--- src/design/set_of_bounded_stacks_top_defines.svh ---
// assertion macros for the bounded stack set
// used by set_of_bounded_stacks_top only, no other dependencies
`ifndef SET_OF_BOUNDED_STACKS_TOP_DEFINES_SVH
`define SET_OF_BOUNDED_STACKS_TOP_DEFINES_SVH

`ifndef SYNTH

// antecedent implies consequent in the same cycle
`define SOBS_CHECK_NOW(lbl, clk, rst_n, ante, cons) \
    lbl: assert property (@(posedge clk) disable iff (!rst_n) (ante) |-> (cons)) \
        else $error("sobs check failed");

// antecedent implies consequent in the next cycle
`define SOBS_CHECK_NEXT(lbl, clk, rst_n, ante, cons) \
    lbl: assert property (@(posedge clk) disable iff (!rst_n) (ante) |=> (cons)) \
        else $error("sobs check failed");

`else

`define SOBS_CHECK_NOW(lbl, clk, rst_n, ante, cons)
`define SOBS_CHECK_NEXT(lbl, clk, rst_n, ante, cons)

`endif

`endif

--- src/design/sobs_pkg.sv ---
// shared types, sizes and codes for the bounded stack set
// no dependencies
package sobs_pkg;

    localparam int MAX_STACKS  = 16;
    localparam int STACK_DEPTH = 16;
    localparam int DATA_WIDTH  = 32;

    localparam int IDX_W   = 4;   // stack_index field
    localparam int TOTAL_W = 5;   // stack_total field
    localparam int CAP_W   = 5;   // stack_capacity register
    localparam int RD_W    = 32;  // read_value field
    localparam int FUNC_W  = 3;
    localparam int STAT_W  = 3;

    localparam int FILL_W = $clog2(STACK_DEPTH + 1);
    localparam int PTR_W  = (STACK_DEPTH > 1) ? $clog2(STACK_DEPTH) : 1;
    localparam int ADDR_W = ((MAX_STACKS * STACK_DEPTH) > 1) ?
                            $clog2(MAX_STACKS * STACK_DEPTH) : 1;

    localparam logic [CAP_W-1:0] CAP_RESET = CAP_W'(16);

    localparam int QUEUE_DEPTH = 2;
    localparam int QPTR_W      = (QUEUE_DEPTH > 1) ? $clog2(QUEUE_DEPTH) : 1;
    localparam int QCNT_W      = $clog2(QUEUE_DEPTH + 1);

    localparam int S_TDATA_W = 40;  // value, stack_index, zero pad
    localparam int M_TDATA_W = 40;  // read_value, stack_total, zero pad

    typedef enum logic [FUNC_W-1:0] {
        F_PUSH    = 3'd0,
        F_POP     = 3'd1,
        F_PUSH_AT = 3'd2,
        F_POP_AT  = 3'd3,
        F_PEEK    = 3'd4,
        F_PEEK_AT = 3'd5,
        F_CLEAR   = 3'd6,
        F_NOP     = 3'd7
    } t_func;

    typedef enum logic [STAT_W-1:0] {
        ST_OK       = 3'd0,
        ST_EMPTY    = 3'd1,
        ST_NO_STACK = 3'd2,
        ST_FULL     = 3'd3,
        ST_NO_ROOM  = 3'd4
    } t_status;

    typedef enum logic {
        S_EXEC = 1'b0,
        S_DONE = 1'b1
    } t_back_state;

    // classified item as it travels from front to back
    typedef struct packed {
        t_func                 func;
        logic                  at_form;   // acts on stack_index
        logic                  removes;   // pop or pop_at
        logic [DATA_WIDTH-1:0] value;
        logic [IDX_W-1:0]      idx;
    } t_op;

    // back side status seen by the top level
    typedef struct packed {
        logic               take;
        logic [TOTAL_W-1:0] total;
    } t_back_stat;

    function automatic logic [ADDR_W-1:0] mem_addr(input logic [IDX_W-1:0] stack,
                                                   input logic [PTR_W-1:0] ptr);
        logic [ADDR_W+IDX_W-1:0] base;
        base = (ADDR_W+IDX_W)'(stack) * (ADDR_W+IDX_W)'(STACK_DEPTH);
        return ADDR_W'(base + (ADDR_W+IDX_W)'(ptr));
    endfunction

endpackage

--- src/design/sobs_queue.sv ---
// short item queue between front and back
// depends on sobs_pkg
module sobs_queue (
    input  logic          i_clk,
    input  logic          i_rst_n,
    input  logic          i_push,
    input  sobs_pkg::t_op i_op,
    output logic          o_full,
    input  logic          i_pop,
    output logic          o_valid,
    output sobs_pkg::t_op o_op
);
    import sobs_pkg::*;

    t_op               r_item [QUEUE_DEPTH];
    logic [QPTR_W-1:0] r_wr_ptr, n_wr_ptr;
    logic [QPTR_W-1:0] r_rd_ptr, n_rd_ptr;
    logic [QCNT_W-1:0] r_count, n_count;

    assign o_full  = (r_count == QCNT_W'(QUEUE_DEPTH));
    assign o_valid = (r_count != '0);
    assign o_op    = r_item[r_rd_ptr];

    always_comb begin
        n_wr_ptr = r_wr_ptr;
        n_rd_ptr = r_rd_ptr;
        n_count  = r_count;
        if (i_push) begin
            n_wr_ptr = (r_wr_ptr == QPTR_W'(QUEUE_DEPTH - 1)) ? '0 : r_wr_ptr + 1'b1;
        end
        if (i_pop) begin
            n_rd_ptr = (r_rd_ptr == QPTR_W'(QUEUE_DEPTH - 1)) ? '0 : r_rd_ptr + 1'b1;
        end
        if (i_push && !i_pop) begin
            n_count = r_count + QCNT_W'(1);
        end else if (!i_push && i_pop) begin
            n_count = r_count - QCNT_W'(1);
        end
    end

    always_ff @(posedge i_clk) begin
        if (!i_rst_n) begin
            r_wr_ptr <= '0;
            r_rd_ptr <= '0;
            r_count  <= '0;
        end else begin
            r_wr_ptr <= n_wr_ptr;
            r_rd_ptr <= n_rd_ptr;
            r_count  <= n_count;
        end
    end

    always_ff @(posedge i_clk) begin
        if (i_push) begin
            r_item[r_wr_ptr] <= i_op;
        end
    end

endmodule

--- config.mk ---
export PLATFORM = sky130hd
export DESIGN_NAME = sobs_queue
export DESIGN_NICKNAME = d
export VERILOG_FILES = /design/src/design/set_of_bounded_stacks_top_defines.svh /design/src/design/sobs_pkg.sv /design/src/design/sobs_queue.sv
export SDC_FILE = /design/constraint.sdc
export NUM_CORES = 1
export LEC_CHECK = 0
export BUFFER_PORTS_ARGS = -buffer_cell sky130_fd_sc_hd__buf_2
export CAP_MARGIN = 30
export CORE_MARGIN = 5
export CORE_UTILIZATION = 55
export CTS_CLUSTER_DIAMETER = 30
export DETAILED_ROUTE_END_ITERATION = 16
export PLACE_DENSITY = 0.83
export SETUP_SLACK_MARGIN = 0.05
export SLEW_MARGIN = 40
export SYNTH_ARGS = -nofsm -noshare
export SYNTH_HDL_FRONTEND = slang
export SYNTH_SLANG_ARGS = --single-unit
--- constraint.sdc ---
create_clock -name i_clk -period 5.65 [get_ports i_clk]
set_clock_uncertainty 0.2 [all_clocks]
set_input_delay 0.565 -clock i_clk [delete_from_list [all_inputs] [get_ports i_clk]]
set_output_delay 0.565 -clock i_clk [all_outputs]
set_load 0.05 [all_outputs]
Word-level counts from Yosys, hierarchy flattened
Memory sizes are Yosys's and may differ from the RTL's. A register that Yosys moved wholly into a read port is not among the register bits.
Cells that the tools add are included.
{"block": "op_classes", "eq_ne": 1, "n_reduce_logical": 6, "n_addsub": 4, "n_mux": 8}
{"op": "$mux 1", "n": 6}
{"op": "$mux 2", "n": 2}
{"op": "$reduce_bool 2->1", "n": 2}
{"op": "$add 1x1->1 const B", "n": 2}
{"op": "$add 2x1->2 const B", "n": 1}
{"op": "$eq 2x2->1 const B", "n": 1}
{"op": "$logic_and 1x1->1", "n": 2}
{"op": "$logic_not 1->1", "n": 2}
{"op": "$sub 2x1->2 const B", "n": 1}
{"block": "totals", "word_cells": 23, "regBits": 4, "out_inout_bits": 43, "inputBits": 45, "ramBits": 82, "n_memories": 1}
{"name": "r_item", "words": 2, "width": 41, "read_ports": 1, "rd_ports_with_merged_regs": 1, "wr": 1, "line": "sobs_queue.sv:15", "rtl": "t_op r_item [QUEUE_DEPTH];"}

Longest topological paths before layout
{"block": "logic_depth", "depth_word": 4, "mapped_depth": 5, "depth_no_buf": 5}

Worst setup path after synthesis
Ideal clock, no wire load.
{"block": "synth_path", "kind": "input -> register", "startpoint": "input port i_push", "endpoint": "memory r_item[0][0] (netlist bit) (enable)", "arrival_time_ns": 2.428, "setup_ns": 0.445, "t_required_ns": 5.005, "path_buffers": 0, "path_slack_ns": 2.577, "cell_stages": 1, "path_cell_list": "nor2b_1"}
{"block": "synth_between", "elab_chain_len": 2}
{"item": "start: declaration", "line": "sobs_queue.sv:6", "rtl": "input logic i_push,"}
{"item": "$mux 1", "line": "sobs_queue.sv:54", "rtl": "if (i_push) begin"}
{"item": "$mux 1 (not written as such)", "line": "sobs_queue.sv:55", "rtl": "r_item[r_wr_ptr] <= i_op;"}
{"item": "end: declaration", "line": "sobs_queue.sv:15"}
Every way passes these cells.

==> summary.md <==
| Metric | Value |
|---|---|
| Post-CTS Hold Fix Bufs | `0` |
| Crit-path slowest cell | `dfxtp_4` |
| HPWL Detailed | `3.72 mm` |
| Global-route wire length before repair | `between 8 and 9 mm` |
| Die height | `~86 microns` |
| Final Hold Viols | `0` |
| CTS Buf Count | `9` |
| IO Count | `88` |
| Worst Max-Slew Pin Slew | `between 0.5 and 0.6 ns` |
| Total Nets Final | `between 200 and 300` |
| Routed via count | `about 1.6k` |
| PwrDens | `358 nW/um^2` |
| Clock Latency Late Sink | `about 0.33 ns` |
| Synth Register Bits | `87` |
| Total power | `around 1.4 mW` |
| Dominant cells by area after synthesis | `edfxtp_1 77%, mux2_2 13%, dfxtp_1 3.1%` |
| Wire per inst | `16.7 microns` |
| CP cell instances | `mux2_2, buf_2` |
| Setup_tns | `0 ns` |
| RD Place Congestion | `between 0.6 and 0.7` |
| Setup-failing EPs final | `0` |
| Yosys Warn Count | `0` |
| Bufs and invs on worst path | `1` |
| Hold Path Class | `input port to register` |
| Period utilization | `0.431` |
| Vias per std cell | `approximately 5.0` |
| Met2 Track Usage GR | `0.270` |
| Maximum capacitance violations | `0` |
| CTS Buffer Depth | `2` |
| Syn Area/Cell | `around 21 sq um` |
| Synthesized net count | `196` |
| Vias in the first global route | `about 1.8k` |
| H-Tree Depth | `3` |
| Buffers on Ports | `between 80 and 90` |
| CP max stage delay | `around 0.70 ns` |
| # diodes | `0` |
| Row count | `27` |
| Synth top area share | `0.774` |
| Largest net degree at the start of global routing | `42` |
| Post-Route WL | `roughly 5.4 mm` |
| Crit start category | `register` |
| RSZ-0062 raised after global routing | `no` |
| Synth Cell Area | `approximately 3200 sq um` |
| Total GRT Usage | `0.155` |
| Initial antenna violation count | `0` |
| Initial Util | `0.571` |
| Antenna-violating nets left | `0` |
| Initial DRC Count | `between 70 and 80` |
| CTS sink count | `87` |
| Post-CTS setup buffer count | `0` |
| Busiest metal layer after global routing | `met2` |
| Slew Limit Fails | `0` |
| Clock transition at the registers of the reported paths | `~0.08 ns` |
| Critical path's top delay family | `flip-flops` |
| Setup CP Type | `register to output port` |
| Worst Path Max Fanout | `41` |
| Dominant cell type by area after synthesis | `edfxtp_1` |
| Data required, critical path | `4.89 ns` |
| CTS tree | `built` |
| DIE AREA | `roughly 7400 sq um` |
| Area Growth Syn to Fin | `23.2%` |
| Met1 Usage GRT | `0.175` |
| Slew HR | `0.616` |
| Global route overflow | `0` |
| Commonest non-fill, non-tap cell in the layout | `buf_2` |
| GRT met3 Usage | `0.0375` |
| Fin crit period | `roughly 2.4 ns` |
| Sequential fraction of the synthesis area | `0.806` |
| Library cells used by synthesis | `18` |
| CP Capture Type | `output port` |
| Root Driver | `clkbuf_8` |
| Residual DRC | `0` |
| Core area | `approximately 5600 sq um` |
| Outcome | `finished clean` |
| Post-Syn Instances | `150` |
| Critical Path AT | `1.67 ns` |
| DIE WIDTH | `~86 microns` |
| CTS resizes | `0` |
| Layout cells sized above 1 | `0.590` |
| 1st-pass router iterations | `4` |
| Max IR drop VDD | `0.000237 V` |
| Fmax achieved | `~410 MHz` |
| Static Leak | `1.49 nW` |
| Most frequent cells in the layout | `87 x buf_2, 82 x edfxtp_1, 38 x mux2_2, 9 x clkbuf_8, 4 x dfxtp_1` |
metrics by stage:
step	cell area, sq um	hold WS, ns	setup WS, ns	std cells	utilization
2_1_floorplan	3180	0.261	2.58	150	-
3_3_place_gp	3680	0.280	3.23	304	0.660
3_5_place_dp	3730	0.302	3.56	307	0.669
4_1_cts	3920	0.197	3.18	323	0.703
5_1_grt	3920	0.185	3.11	323	0.703
6_report	3920	0.214	3.21	323	0.703
worst reg2reg max path: cells and delay by family, from the launching register on:
kind	cells	cell delay, ns
DFF	1	0.35
and+or+nand+nor	1	0.32
buffers and inverters	3	0.54
registers in the layout, summed over array words and instances, names as in the netlist, named ones only:
register / flops
r_count: 2
r_wr_ptr: 1
r_rd_ptr: 1
r_item: 82
final cells by class:
class / instances / area [sq um]
clock buffers: 9 / 124
clock inverters: 7 / 63.8
fillers: 378 / 1660
inverters: 1 / 3.75
multi-input cells: 57 / 589
flip-flops and latches: 87 / 2570
well taps: 72 / 90.1
repair buffers: 90 / 480
routing by layer:
metal,wire (microns),part of all wire,vias to the layer above
met5,0,0,-
met4,68,0.013,0
met3,274,0.051,7
met2,2910,0.54,47
met1,2140,0.40,798
li1,-,-,773
path summary, 6_finish.rpt:
path / slack (ns) / cells past startpoint / startpoint / to
worst max-delay path: 3.21 / 2 / register / o_op[3]
worst max register to register: 3.96 / 4 / r_wr_ptr / r_item[0][1]
worst min register to register: 0.32 / 2 / r_count[1] / r_count[1]
worst min-delay path: 0.21 / 1 / i_op[35] / r_item[0][35]
cells by family after synthesis:
family	after synthesis	synth area share
buffers and inverters	6	0.0122
AO/OA/AOI/OAI	3	0.00629
adder cells (fa/ha/maj)	1	0.00393
AND/OR/NAND/NOR	9	0.0185
XOR/XNOR	3	0.00826
multiplexers	41	0.145
flip-flops	87	0.806
where the power goes:
part | switching (mW) | internal [mW]
combinational | 0.164 | 0.0743
clock | 0.202 | 0.200
sequential | 0.0202 | 0.743
total | 0.387 | 1.02
cells in the mapped netlist, drive strengths merged:
master	number
or2	1
and2b	1
ha	1
and2	4
or3	1
edfxtp	82
dfxtp	5
xor2	2
o21a	1
a21boi	1
nor2b	2
mux2	41
xnor2	1
buf	5
o21ai	1
inv	1
No activity file was read; power rests on OpenSTA's default activity.
